--- src/sv/csq_pkg.sv ---
// Shared types and constants for the clocked step sequencer.
// No dependencies; every other file but csq_ram uses this package.
package csq_pkg;

  localparam int NUM_STEPS_DEF = 16;

  // Phase increment divider: 48-bit dividend, 15-bit divisor, two bits a cycle.
  localparam int DIVIDEND_W = 48;
  localparam int DIVISOR_W  = 15;
  localparam int DIV_ITERS  = DIVIDEND_W / 2;
  localparam int ITER_W     = $clog2(DIV_ITERS + 1);
  localparam int PROD_W     = 43;  // tempo (18) x elapsed (25)

  localparam int PADDR_W = 4;
  localparam int PDATA_W = 32;

  localparam logic OP_WRITE = 1'b1;

  localparam logic [1:0] DIR_FWD  = 2'd0;
  localparam logic [1:0] DIR_BACK = 2'd1;
  localparam logic [1:0] DIR_PING = 2'd2;
  localparam logic [1:0] DIR_RAND = 2'd3;

  localparam logic [1:0] REG_STEP_COUNT = 2'd0;
  localparam logic [1:0] REG_BEATS      = 2'd1;
  localparam logic [1:0] REG_SMOOTHING  = 2'd2;
  localparam logic [1:0] REG_DIRECTION  = 2'd3;

  localparam logic [4:0]  RST_STEP_COUNT = 5'd16;
  localparam logic [11:0] RST_BEATS      = 12'd32;

  localparam logic [17:0] TEMPO_DEFAULT = 18'd30720;  // 120 BPM in 1/256 BPM
  localparam logic [11:0] BEATS_MAX     = 12'd2048;
  localparam logic [31:0] LFSR_SEED     = 32'hDEADBEEF;
  localparam logic [25:0] RECIP_100     = 26'd42949673;  // ceil(2^32 / 100)
  localparam logic [16:0] C_ONE         = 17'd65536;     // 1.0 in Q1.16

  typedef struct packed {
    logic              op;
    logic [24:0]       elapsed_time;
    logic [17:0]       tempo;
    logic [3:0]        step_index;
    logic signed [15:0] step_value;
  } csq_item_t;

  typedef struct packed {
    logic signed [15:0] level;
    logic [3:0]         current_index;
    logic               stepped;
  } csq_result_t;

  typedef struct packed {
    logic [4:0]  step_count;
    logic [11:0] beats_per_step;
    logic [15:0] smoothing;
    logic [1:0]  direction;
  } csq_cfg_t;

  typedef struct packed {
    logic latch;
    logic tbl_wr;
    logic mul;
    logic div_inc;
    logic phase_upd;
    logic mod_start;
    logic mod_take;
    logic pp_step;
    logic rnd_step;
    logic rnd_take;
    logic tbl_rd;
    logic sm_mul;
    logic sm_fin;
    logic load_out;
  } csq_cmd_t;

  typedef struct packed {
    logic       op_write;
    logic       elapsed_zero;
    logic       div_busy;
    logic       wrap;
    logic [1:0] dir;
  } csq_sts_t;

endpackage

--- src/sv/csq_ram.sv ---
// Generic single-write, single-read RAM with registered read data.
// No dependencies.
module csq_ram #(
  parameter int WIDTH = 16,
  parameter int DEPTH = 16
) (
  input  logic                     clk,
  input  logic                     we,
  input  logic [$clog2(DEPTH)-1:0] waddr,
  input  logic [WIDTH-1:0]         wdata,
  input  logic                     re,
  input  logic [$clog2(DEPTH)-1:0] raddr,
  output logic [WIDTH-1:0]         rdata
);

  logic [WIDTH-1:0] mem [DEPTH];

  always_ff @(posedge clk) begin
    if (we) begin
      mem[waddr] <= wdata;
    end
    if (re) begin
      rdata <= mem[raddr];
    end
  end

endmodule

--- src/sv/csq_div.sv ---
// Restoring divider, two quotient bits per cycle, variable iteration count.
// Depends on csq_pkg for operand widths.
module csq_div (
  input  logic                               clk,
  input  logic                               rst,
  input  logic                               start,
  input  logic [csq_pkg::DIVIDEND_W-1:0]     dividend,
  input  logic [csq_pkg::DIVISOR_W-1:0]      divisor,
  input  logic [csq_pkg::ITER_W-1:0]         iters,
  output logic                               busy,
  output logic [csq_pkg::DIVIDEND_W-1:0]     quotient,
  output logic [csq_pkg::DIVISOR_W-1:0]      remainder
);
  import csq_pkg::*;

  logic [ITER_W-1:0]     cnt;
  logic [DIVISOR_W-1:0]  dsr;
  logic [DIVISOR_W-1:0]  rem1, rem2;
  logic [DIVIDEND_W-1:0] quo1, quo2;
  logic [DIVISOR_W:0]    t1, t2;

  // two dependent shift-subtract steps
  always_comb begin
    t1 = {remainder, quotient[DIVIDEND_W-1]};
    if (t1 >= {1'b0, dsr}) begin
      rem1 = DIVISOR_W'(t1 - {1'b0, dsr});
      quo1 = {quotient[DIVIDEND_W-2:0], 1'b1};
    end else begin
      rem1 = t1[DIVISOR_W-1:0];
      quo1 = {quotient[DIVIDEND_W-2:0], 1'b0};
    end
    t2 = {rem1, quo1[DIVIDEND_W-1]};
    if (t2 >= {1'b0, dsr}) begin
      rem2 = DIVISOR_W'(t2 - {1'b0, dsr});
      quo2 = {quo1[DIVIDEND_W-2:0], 1'b1};
    end else begin
      rem2 = t2[DIVISOR_W-1:0];
      quo2 = {quo1[DIVIDEND_W-2:0], 1'b0};
    end
  end

  always_ff @(posedge clk) begin
    if (rst) begin
      busy <= 1'b0;
      cnt  <= '0;
    end else if (start) begin
      busy <= 1'b1;
      cnt  <= iters;
    end else if (busy) begin
      cnt <= cnt - ITER_W'(1);
      if (cnt == ITER_W'(1)) begin
        busy <= 1'b0;
      end
    end
  end

  always_ff @(posedge clk) begin
    if (start) begin
      quotient  <= dividend;
      remainder <= '0;
      dsr       <= divisor;
    end else if (busy) begin
      quotient  <= quo2;
      remainder <= rem2;
    end
  end

endmodule

--- src/sv/csq_ctrl.sv ---
// Sequencing state machine: walks one transaction through the datapath.
// Depends on csq_pkg for the command and status structs.
module csq_ctrl (
  input  logic              clk,
  input  logic              rst,
  input  logic              item_valid,
  output logic              item_ready,
  input  logic              result_ready,
  output logic              result_valid,
  input  csq_pkg::csq_sts_t sts,
  output csq_pkg::csq_cmd_t cmd
);
  import csq_pkg::*;

  typedef enum logic [3:0] {
    S_IDLE, S_DECODE, S_MUL, S_DIVST, S_DIV, S_ADV, S_MOD, S_RAND,
    S_READ, S_SMUL, S_SFIN, S_OUT
  } state_t;

  state_t state, state_next;

  assign item_ready = (state == S_IDLE);

  always_comb begin
    cmd        = '0;
    state_next = state;
    case (state)
      S_IDLE: begin
        if (item_valid) begin
          cmd.latch  = 1'b1;
          state_next = S_DECODE;
        end
      end
      S_DECODE: begin
        if (sts.op_write) begin
          cmd.tbl_wr = 1'b1;
          state_next = S_OUT;
        end else if (sts.elapsed_zero) begin
          state_next = S_OUT;
        end else begin
          state_next = S_MUL;
        end
      end
      S_MUL: begin
        cmd.mul    = 1'b1;
        state_next = S_DIVST;
      end
      S_DIVST: begin
        cmd.div_inc = 1'b1;
        state_next  = S_DIV;
      end
      S_DIV: begin
        if (!sts.div_busy) begin
          cmd.phase_upd = 1'b1;
          state_next    = S_ADV;
        end
      end
      S_ADV: begin
        if (!sts.wrap) begin
          state_next = S_READ;
        end else begin
          case (sts.dir)
            DIR_FWD, DIR_BACK: begin
              cmd.mod_start = 1'b1;
              state_next    = S_MOD;
            end
            DIR_PING: begin
              cmd.pp_step = 1'b1;
              state_next  = S_READ;
            end
            DIR_RAND: begin
              cmd.rnd_step = 1'b1;
              state_next   = S_RAND;
            end
            default: state_next = S_READ;
          endcase
        end
      end
      S_MOD: begin
        if (!sts.div_busy) begin
          cmd.mod_take = 1'b1;
          state_next   = S_READ;
        end
      end
      S_RAND: begin
        cmd.rnd_take = 1'b1;
        state_next   = S_READ;
      end
      S_READ: begin
        cmd.tbl_rd = 1'b1;
        state_next = S_SMUL;
      end
      S_SMUL: begin
        cmd.sm_mul = 1'b1;
        state_next = S_SFIN;
      end
      S_SFIN: begin
        cmd.sm_fin = 1'b1;
        state_next = S_OUT;
      end
      S_OUT: begin
        if (!result_valid || result_ready) begin
          cmd.load_out = 1'b1;
          state_next   = S_IDLE;
        end
      end
      default: state_next = S_IDLE;
    endcase
  end

  always_ff @(posedge clk) begin
    if (rst) begin
      state        <= S_IDLE;
      result_valid <= 1'b0;
    end else begin
      state <= state_next;
      if (cmd.load_out) begin
        result_valid <= 1'b1;
      end else if (result_ready) begin
        result_valid <= 1'b0;
      end
    end
  end

endmodule

--- src/sv/csq_datapath.sv ---
// Datapath: phase accumulator, step advance, step table, smoother, result register.
// Depends on csq_pkg, csq_div and csq_ram.
module csq_datapath #(
  parameter int NUM_STEPS = csq_pkg::NUM_STEPS_DEF
) (
  input  logic                 clk,
  input  logic                 rst,
  input  csq_pkg::csq_cmd_t    cmd,
  input  csq_pkg::csq_cfg_t    cfg,
  input  csq_pkg::csq_item_t   item,
  output csq_pkg::csq_sts_t    sts,
  output csq_pkg::csq_result_t result
);
  import csq_pkg::*;

  localparam int STEP_W   = $clog2(NUM_STEPS);
  localparam int PW       = STEP_W + 1;
  localparam int CMPW     = (PW > 5) ? PW : 5;
  localparam int MOD_ITER = (STEP_W + 2) / 2;
  localparam int MODW     = 2 * MOD_ITER;

  csq_item_t             item_q;
  logic [PROD_W-1:0]     prod;
  logic [31:0]           phase;
  logic                  wrap;
  logic [STEP_W-1:0]     play;
  logic                  bounce;
  logic [31:0]           lfsr;
  logic signed [23:0]    y;
  logic [22:0]           sm_v;
  logic [15:0]           sm_c;
  logic                  rd_valid;
  logic [NUM_STEPS-1:0]  tbl_valid;
  logic signed [40:0]    sm_p1;
  logic signed [41:0]    sm_p2;

  // effective count and step length
  logic [CMPW-1:0]       sc_ext;
  logic [PW-1:0]         n;
  logic [11:0]           beats;
  logic [DIVISOR_W-1:0]  divisor_inc;

  always_comb begin
    sc_ext = CMPW'(cfg.step_count);
    if (sc_ext == '0) begin
      n = PW'(1);
    end else if (sc_ext > CMPW'(NUM_STEPS)) begin
      n = PW'(NUM_STEPS);
    end else begin
      n = PW'(sc_ext);
    end
    if (cfg.beats_per_step == '0) begin
      beats = 12'd1;
    end else if (cfg.beats_per_step > BEATS_MAX) begin
      beats = BEATS_MAX;
    end else begin
      beats = cfg.beats_per_step;
    end
    divisor_inc = DIVISOR_W'(16'(beats) * 16'd15);
  end

  // shared divider: phase increment and step modulo
  logic                   div_start, div_busy;
  logic [DIVIDEND_W-1:0]  div_dividend, div_quo;
  logic [DIVISOR_W-1:0]   div_divisor, div_rem;
  logic [ITER_W-1:0]      div_iters;
  logic [MODW-1:0]        mod_val;

  always_comb begin
    if (cfg.direction == DIR_BACK) begin
      mod_val = MODW'(play) + MODW'(n) - MODW'(1);
    end else begin
      mod_val = MODW'(play) + MODW'(1);
    end
    div_start = cmd.div_inc | cmd.mod_start;
    if (cmd.mod_start) begin
      div_dividend = DIVIDEND_W'(mod_val) << (DIVIDEND_W - MODW);
      div_divisor  = DIVISOR_W'(n);
      div_iters    = ITER_W'(MOD_ITER);
    end else begin
      div_dividend = {prod, 5'b0};
      div_divisor  = divisor_inc;
      div_iters    = ITER_W'(DIV_ITERS);
    end
  end

  csq_div u_div (
    .clk       (clk),
    .rst       (rst),
    .start     (div_start),
    .dividend  (div_dividend),
    .divisor   (div_divisor),
    .iters     (div_iters),
    .busy      (div_busy),
    .quotient  (div_quo),
    .remainder (div_rem)
  );

  logic [DIVIDEND_W:0] psum;
  assign psum = (DIVIDEND_W + 1)'(phase) + (DIVIDEND_W + 1)'(div_quo);

  // ping-pong move
  logic [PW-1:0]     p_inc;
  logic [STEP_W-1:0] pp_play;
  logic              pp_bounce;

  always_comb begin
    p_inc     = PW'(play) + PW'(1);
    pp_play   = play;
    pp_bounce = bounce;
    if (bounce) begin
      if (p_inc >= n) begin
        pp_play   = (n >= PW'(2)) ? STEP_W'(n - PW'(2)) : '0;
        pp_bounce = 1'b0;
      end else begin
        pp_play = STEP_W'(p_inc);
      end
    end else if (play == '0) begin
      pp_play   = (n > PW'(1)) ? STEP_W'(1) : '0;
      pp_bounce = 1'b1;
    end else begin
      pp_play = play - STEP_W'(1);
    end
  end

  // xorshift32 (13, 17, 5) and random index
  logic [31:0]        lx1, lx2, lfsr_next;
  logic [32+PW-1:0]   rprod;

  always_comb begin
    lx1       = lfsr ^ (lfsr << 13);
    lx2       = lx1 ^ (lx1 >> 17);
    lfsr_next = lx2 ^ (lx2 << 5);
    rprod     = (32 + PW)'(lfsr) * (32 + PW)'(n);
  end

  // step table
  logic                tbl_we;
  logic [STEP_W-1:0]   waddr;
  logic [15:0]         wdata, rdata;

  always_comb begin
    tbl_we = cmd.tbl_wr && (int'(item_q.step_index) < NUM_STEPS);
    waddr  = STEP_W'(item_q.step_index);
    if (item_q.step_value == -16'sd32768) begin
      wdata = -16'sd32767;
    end else begin
      wdata = item_q.step_value;
    end
  end

  csq_ram #(
    .WIDTH (16),
    .DEPTH (NUM_STEPS)
  ) u_tbl (
    .clk   (clk),
    .we    (tbl_we),
    .waddr (waddr),
    .wdata (wdata),
    .re    (cmd.tbl_rd),
    .raddr (play),
    .rdata (rdata)
  );

  // smoother: y = (y*c + x*(1-c) + 0.5) >> 16
  logic signed [23:0] x_val;
  logic [16:0]        c_comp;
  logic signed [42:0] sm_sum;
  logic [48:0]        c_prod;

  always_comb begin
    x_val  = rd_valid ? {rdata, 8'h00} : '0;
    c_comp = C_ONE - 17'(sm_c);
    sm_sum = 43'(sm_p1) + 43'(sm_p2) + 43'sd32768;
    c_prod = 49'(sm_v) * 49'(RECIP_100);
  end

  // held level: round Q1.23 to Q1.15 and clamp
  logic signed [24:0] yr;
  logic signed [16:0] lt;
  logic signed [15:0] lvl;

  always_comb begin
    yr = 25'(y) + 25'sd128;
    lt = $signed(yr[24:8]);
    if (lt > 17'sd32767) begin
      lvl = 16'sd32767;
    end else if (lt < -17'sd32767) begin
      lvl = -16'sd32767;
    end else begin
      lvl = 16'(lt);
    end
  end

  always_ff @(posedge clk) begin
    if (rst) begin
      phase     <= '0;
      wrap      <= 1'b0;
      play      <= '0;
      bounce    <= 1'b1;
      lfsr      <= LFSR_SEED;
      y         <= '0;
      tbl_valid <= '0;
    end else begin
      if (cmd.latch) begin
        wrap <= 1'b0;
      end
      if (cmd.phase_upd) begin
        phase <= psum[31:0];
        wrap  <= |psum[DIVIDEND_W:32];
      end
      if (cmd.mod_take) begin
        play <= STEP_W'(div_rem);
      end
      if (cmd.pp_step) begin
        play   <= pp_play;
        bounce <= pp_bounce;
      end
      if (cmd.rnd_step) begin
        lfsr <= lfsr_next;
      end
      if (cmd.rnd_take) begin
        play <= rprod[32 +: STEP_W];
      end
      if (cmd.sm_fin) begin
        y <= (cfg.smoothing == '0) ? x_val : sm_sum[39:16];
      end
      if (tbl_we) begin
        tbl_valid[waddr] <= 1'b1;
      end
    end
  end

  always_ff @(posedge clk) begin
    if (cmd.latch) begin
      item_q <= item;
    end
    if (cmd.mul) begin
      prod <= PROD_W'(((item_q.tempo == '0) ? TEMPO_DEFAULT : item_q.tempo))
              * PROD_W'(item_q.elapsed_time);
    end
    // coefficient c = (s*99 + 50) / 100, refreshed every cycle
    sm_v <= 23'(23'(cfg.smoothing) * 23'd99) + 23'd50;
    sm_c <= c_prod[47:32];
    if (cmd.tbl_rd) begin
      rd_valid <= tbl_valid[play];
    end
    if (cmd.sm_mul) begin
      sm_p1 <= y * $signed({1'b0, sm_c});
      sm_p2 <= x_val * $signed({1'b0, c_comp});
    end
    if (cmd.load_out) begin
      result.level         <= lvl;
      result.current_index <= 4'(play);
      result.stepped       <= wrap;
    end
  end

  always_comb begin
    sts.op_write     = (item_q.op == OP_WRITE);
    sts.elapsed_zero = (item_q.elapsed_time == '0);
    sts.div_busy     = div_busy;
    sts.wrap         = wrap;
    sts.dir          = cfg.direction;
  end

endmodule

--- src/sv/clocked_step_sequencer.sv ---
// Top level of the clocked step sequencer: config registers and unit wiring.
// Depends on csq_pkg, csq_ctrl and csq_datapath.
//
// Usage:
//   item channel (item_valid/item_ready/item): one transaction per tick or
//   table write. op = tick advances a Q0.32 phase by tempo*elapsed/(60*step
//   length); on wrap the step moves forward, backward, ping-pong or random.
//   op = write stores a clamped Q1.15 value into the step table.
//   result channel (result_valid/result_ready/result): exactly one result per
//   transaction, in order: level (Q1.15), current_index, stepped.
//   Order: a tick with nonzero elapsed time passes decode, the multiply,
//   the radix-4 phase divider, the step advance, a step modulo on the
//   shared divider for a forward or backward wrap or a random draw for a
//   random one, the table read and the smoother. Writes and zero-length
//   ticks go from decode to output; item_ready is high only while idle.
//   The result sits in an output register: a new transaction is accepted
//   while it waits, and processing holds in its final cycle only if the
//   previous result is still not taken.
//   Reset (rst, synchronous): phase 0, step 0, ping-pong direction up,
//   smoother 0, random seed 0xDEADBEEF, whole table reads as zero, and the
//   registers go to count 16, step length 32, no smoothing, forward.
//   APB registers (byte address 4*i): step_count, beats_per_step,
//   smoothing, direction. Write them only while no transaction is in flight.
module clocked_step_sequencer #(
  parameter int NUM_STEPS = csq_pkg::NUM_STEPS_DEF
) (
  input  logic                          clk,
  input  logic                          rst,
  // item channel
  input  logic                          item_valid,
  output logic                          item_ready,
  input  csq_pkg::csq_item_t            item,
  // result channel
  output logic                          result_valid,
  input  logic                          result_ready,
  output csq_pkg::csq_result_t          result,
  // APB configuration port
  input  logic                          psel,
  input  logic                          penable,
  input  logic                          pwrite,
  input  logic [csq_pkg::PADDR_W-1:0]   paddr,
  input  logic [csq_pkg::PDATA_W-1:0]   pwdata,
  output logic [csq_pkg::PDATA_W-1:0]   prdata,
  output logic                          pready
);
  import csq_pkg::*;

  csq_cfg_t cfg;
  csq_cmd_t cmd;
  csq_sts_t sts;

  // zero wait states
  assign pready = 1'b1;

  // register write on the access phase; index is the word address
  always_ff @(posedge clk) begin
    if (rst) begin
      cfg.step_count     <= RST_STEP_COUNT;
      cfg.beats_per_step <= RST_BEATS;
      cfg.smoothing      <= '0;
      cfg.direction      <= DIR_FWD;
    end else if (psel && penable && pwrite) begin
      case (paddr[3:2])
        REG_STEP_COUNT: cfg.step_count     <= pwdata[4:0];
        REG_BEATS:      cfg.beats_per_step <= pwdata[11:0];
        REG_SMOOTHING:  cfg.smoothing      <= pwdata[15:0];
        REG_DIRECTION:  cfg.direction      <= pwdata[1:0];
        default: ;
      endcase
    end
  end

  // readback
  always_comb begin
    case (paddr[3:2])
      REG_STEP_COUNT: prdata = PDATA_W'(cfg.step_count);
      REG_BEATS:      prdata = PDATA_W'(cfg.beats_per_step);
      REG_SMOOTHING:  prdata = PDATA_W'(cfg.smoothing);
      REG_DIRECTION:  prdata = PDATA_W'(cfg.direction);
      default:        prdata = '0;
    endcase
  end

  // sequencing: one transaction through the datapath at a time
  csq_ctrl u_ctrl (
    .clk          (clk),
    .rst          (rst),
    .item_valid   (item_valid),
    .item_ready   (item_ready),
    .result_ready (result_ready),
    .result_valid (result_valid),
    .sts          (sts),
    .cmd          (cmd)
  );

  // phase, step state, table, smoother and the result register
  csq_datapath #(
    .NUM_STEPS (NUM_STEPS)
  ) u_dp (
    .clk    (clk),
    .rst    (rst),
    .cmd    (cmd),
    .cfg    (cfg),
    .item   (item),
    .sts    (sts),
    .result (result)
  );

endmodule

--- config.mk ---
export PLATFORM = sky130hd
export DESIGN_NAME = clocked_step_sequencer
export DESIGN_NICKNAME = d
export VERILOG_FILES = /design/src/sv/csq_pkg.sv /design/src/sv/csq_ram.sv /design/src/sv/csq_div.sv /design/src/sv/csq_ctrl.sv /design/src/sv/csq_datapath.sv /design/src/sv/clocked_step_sequencer.sv
export SDC_FILE = /design/constraint.sdc
export NUM_CORES = 2
export LEC_CHECK = 0
export ABC_AREA = 1
export BUFFER_PORTS_ARGS = -buffer_cell sky130_fd_sc_hd__buf_2
export CORE_MARGIN = 3
export CORE_UTILIZATION = 43
export CTS_CLUSTER_DIAMETER = 120
export DETAILED_ROUTE_END_ITERATION = 10
export PLACE_DENSITY = 0.68
export SYNTH_ARGS = -nofsm -noshare
export SYNTH_HDL_FRONTEND = slang
export SYNTH_HIERARCHICAL = 1
export SYNTH_SLANG_ARGS = --single-unit
--- constraint.sdc ---
create_clock -name clk -period 16.9 [get_ports clk]
set_input_delay 0 -clock clk [delete_from_list [all_inputs] [get_ports clk]]
set_output_delay 0 -clock clk [all_outputs]
set_load 0.005 [all_outputs]
==> metrics.md <==
| Metric | Value |
|---|---|
| Status | `finished, final reports clean` |
| Setup WS pre-CTS | `a little under 9 ns` |
| Die height | `between 400 and 500 µm` |
| Total grt overflow | `0` |
| Worst-skew pair later-pin latency | `0.74 ns` |
| Slowest cell delay on critical path | `around 0.54 ns` |
| Max-cap viol count | `0` |
| GP Congestion | `roughly 0.94` |
| Startpoint Class | `flop` |
| Most frequent cells in the layout | `2730 x inv_1, 2695 x nand2_1, 1335 x fa_1, 835 x nor2_1, 805 x ha_1` |
| Asr flop ratio synth | `0%` |
| Avg Vias per Cell | `5.000` |
| Starting DRT DRC Count | `between 5000 and 6000` |
| Largest net degree at the start of global routing | `84` |
| Pin slew with the least headroom to its limit | `~1.3 ns` |
| Main synth FF type | `edfxtp_1` |
| Crit Path Category | `flop to flop` |
| Period utilization | `approximately 50%` |
| CTS tree | `built` |
| Drt first pass iters | `6` |
| Min-Delay Path Class | `primary input to flop` |
| Synth Instances | `between 10000 and 15000` |
| Share of layout cells above drive strength 1 | `4.156%` |
| H-tree levels | `3` |
| Crit. End Element | `flop` |
| # DRC | `0` |
| Std-Cell Rows | `approximately 170` |
| Die Width | `~470 µm` |
| Final hold vios | `0` |
| Post-synth cell types | `71` |
| Slew headroom | `between 10% and 20%` |
| Area delta synth->final | `8.490%` |
| CTS max path bufs | `3` |
| Ys Warns | `6` |
| Critical path's most frequent cell | `inv_1` |
| Die area | `roughly 220000 µm²` |
| Clk_skew | `roughly 0.055 ns` |
| Post-synth EDFFs | `roughly 530` |
| Clock sink total | `738` |
| Num CTS Buffers | `89` |
| Input/output buffers | `roughly 130` |
| Starting Density | `roughly 43%` |
| Post-CTS Repair Setup Buffers | `0` |
| Post-DRT Antenna Nets | `0` |
| Via count | `roughly 73000` |
| Clk slew on worst S/H paths | `around 0.060 ns` |
| Total Wirelength | `239500 µm` |
| FF+latch count, synth | `738` |
| Setup TNS | `0 ns` |
| Slowest library cell on the worst path | `fa_1` |
| DP HPWL | `roughly 180000 µm` |
| Critical path arrival | `approximately 8.7 ns` |
| Mean Syn Cell Area | `just over 8 µm²` |
| Crit-path max FO | `36` |
| Endpoints failing setup | `0` |
| Most common cell after layout, fill and taps aside | `inv_1` |
| Netlist Area Pre-Place | `~94000 µm²` |
| Global Route Usage Sum | `between 20% and 30%` |
| Period minus WS final | `slightly above 8 ns` |
| Initial antenna violation count | `4` |
| RSZ-0062 raised after global routing | `false` |
| Worst setup margin | `between 8 and 9 ns` |
| WP data required | `approximately 17 ns` |
| Clock root buffer | `clkbuf_16` |
| Vias in the first global route | `between 70000 and 80000` |
| Register area share after synthesis | `about a fifth` |
| CORE AREA | `approximately 220000 µm²` |
| Final Slew Violations | `0` |
| Drt wl/cell | `about 17 µm` |
| I/O Pins | `between 150 and 200` |
| Fmax achieved | `121.2 MHz` |
| First-pass GRT wire length | `approximately 400000 µm` |
| Post-layout nets | `between 10000 and 15000` |
==> Yosys cell counts (8+ instances only) <==
| master | n | share of area (%) |
|---|---|---|
| a21boi_0 | 10 | 0.080 |
| a21o_1 | 20 | 0.16 |
| a21oi_1 | 408 | 2.2 |
| a31oi_1 | 35 | 0.23 |
| buf_1 | 44 | 0.18 |
| buf_2 | 46 | 0.24 |
| buf_4 | 52 | 0.41 |
| buf_6 | 9 | 0.11 |
| clkbuf_1 | 273 | 1.1 |
| clkinv_1 | 9 | 0.036 |
| dfxtp_1 | 210 | 4.5 |
| edfxtp_1 | 528 | 17 |
| fa_1 | 1335 | 28 |
| ha_1 | 805 | 11 |
| inv_1 | 2732 | 11 |
| inv_2 | 20 | 0.080 |
| nand2_1 | 2695 | 11 |
| nand2_2 | 13 | 0.086 |
| nand3_1 | 436 | 2.3 |
| nand3_2 | 10 | 0.11 |
| nand3b_1 | 17 | 0.14 |
| nand4_1 | 69 | 0.46 |
| nor2_1 | 843 | 3.4 |
| nor2_2 | 9 | 0.060 |
| nor2_4 | 9 | 0.11 |
| nor3_1 | 60 | 0.32 |
| nor4_1 | 30 | 0.20 |
| o2111ai_1 | 8 | 0.074 |
| o211ai_1 | 43 | 0.34 |
| o21a_1 | 17 | 0.14 |
| o21ai_0 | 235 | 1.3 |
| o21ai_1 | 21 | 0.11 |
| o21ai_2 | 11 | 0.10 |
| o21bai_1 | 29 | 0.23 |
| o221ai_1 | 12 | 0.11 |
| o31ai_1 | 8 | 0.064 |
| or2_2 | 13 | 0.086 |
| xnor2_1 | 111 | 1.0 |
| xor2_1 | 186 | 1.7 |
==> worst max-delay path, delay by kind of cell (launching register included) <==
family | cells | cell delay [ns]
AND/OR/NAND/NOR | 11 | 2.74
flip-flops | 1 | 0.29
adder cells (fa/ha/maj) | 8 | 3.62
AO/OA/AOI/OAI | 2 | 0.33
buffers and inverters | 8 | 0.98
==> per-stage QoR <==
stage                     util [%]  instance area [µm²]  cells  hold slack (ns)
after detailed placement     44.71                97180  14160           0.1781
final                        46.95               102100  14500           0.1074
after floorplan                  -                94150  11510          0.06907
after CTS                    46.95               102100  14500          0.02153
after global placement       44.71                97180  14160           0.1762
after global routing         46.95               102100  14500           0.1425
==> layer usage <==
metal	global-route usage, %	vias up	wire length (µm)
li1	-	34810	-
met2	36.82	2169	113700
met1	28.92	35150	103400
met4	6.738	0	7588
met3	2.625	383	14770
met5	0	-	0
==> final cells by class <==
type / instances / area (µm²)
Antenna cell: 3 / 7.507
Clock buffer: 122 / 2462
Clock inverter: 46 / 650.6
Fill cell: 20940 / 115300
Inverter: 2762 / 10370
Multi-Input combinational cell: 7585 / 61860
Sequential cell: 738 / 20070
Tap cell: 2854 / 3571
Timing Repair Buffer: 393 / 3075
==> kinds of logic after synthesis <==
logic type	count (synthesis)	share of synthesized area [%]
compound gates	882	5.301
xor+xnor	300	2.829
fa+ha+maj	2140	39.11
buf+inv	3186	13.05
flops	738	21.32
other cells	3	0.01197
simple gates	4240	18.37
==> final timing paths <==
kind | cells after the start | slack, ns | endpoint | start
worst max-delay path | 29 | 8.65 | u_dp/sm_p2[39] | u_dp/sm_c[0]
worst min-delay path | 5 | 0.11 | cfg[24] | psel
worst max register to register | 29 | 8.65 | u_dp/sm_p2[39] | u_dp/sm_c[0]
worst min register to register | 2 | 0.45 | u_dp/tbl_valid[0] | u_dp/tbl_valid[0]
==> registers in the layout, indices dropped and copies added, names as in the netlist, 5 cells and up <==
| register | cells |
|---|---|
| u_dp/u_tbl/mem | 256 |
| u_dp/item_q | 59 |
| u_dp/u_div/quotient | 48 |
| u_dp/prod | 43 |
| cfg | 35 |
| u_dp/lfsr | 32 |
| u_dp/phase | 32 |
| u_dp/sm_p1 | 32 |
| u_dp/sm_p2 | 32 |
| u_dp/y | 24 |
| u_dp/sm_v | 23 |
| u_dp/result | 21 |
| u_dp/sm_c | 16 |
| u_dp/tbl_valid | 16 |
| u_dp/u_tbl/rdata | 16 |
| u_dp/u_div/dsr | 15 |
| u_dp/u_div/remainder | 15 |
| u_dp/u_div/cnt | 5 |
==> repair_timing <==
action | 4_1_cts | 5_1_grt
hold buffers | 176 | 0
resized for setup | 0 | 0
endpoints found under the hold margin | 124 | 0
Power is left out: the tool's default activity adds up to more than one toggle a clock period on the data nets, which glitch-free logic cannot reach.
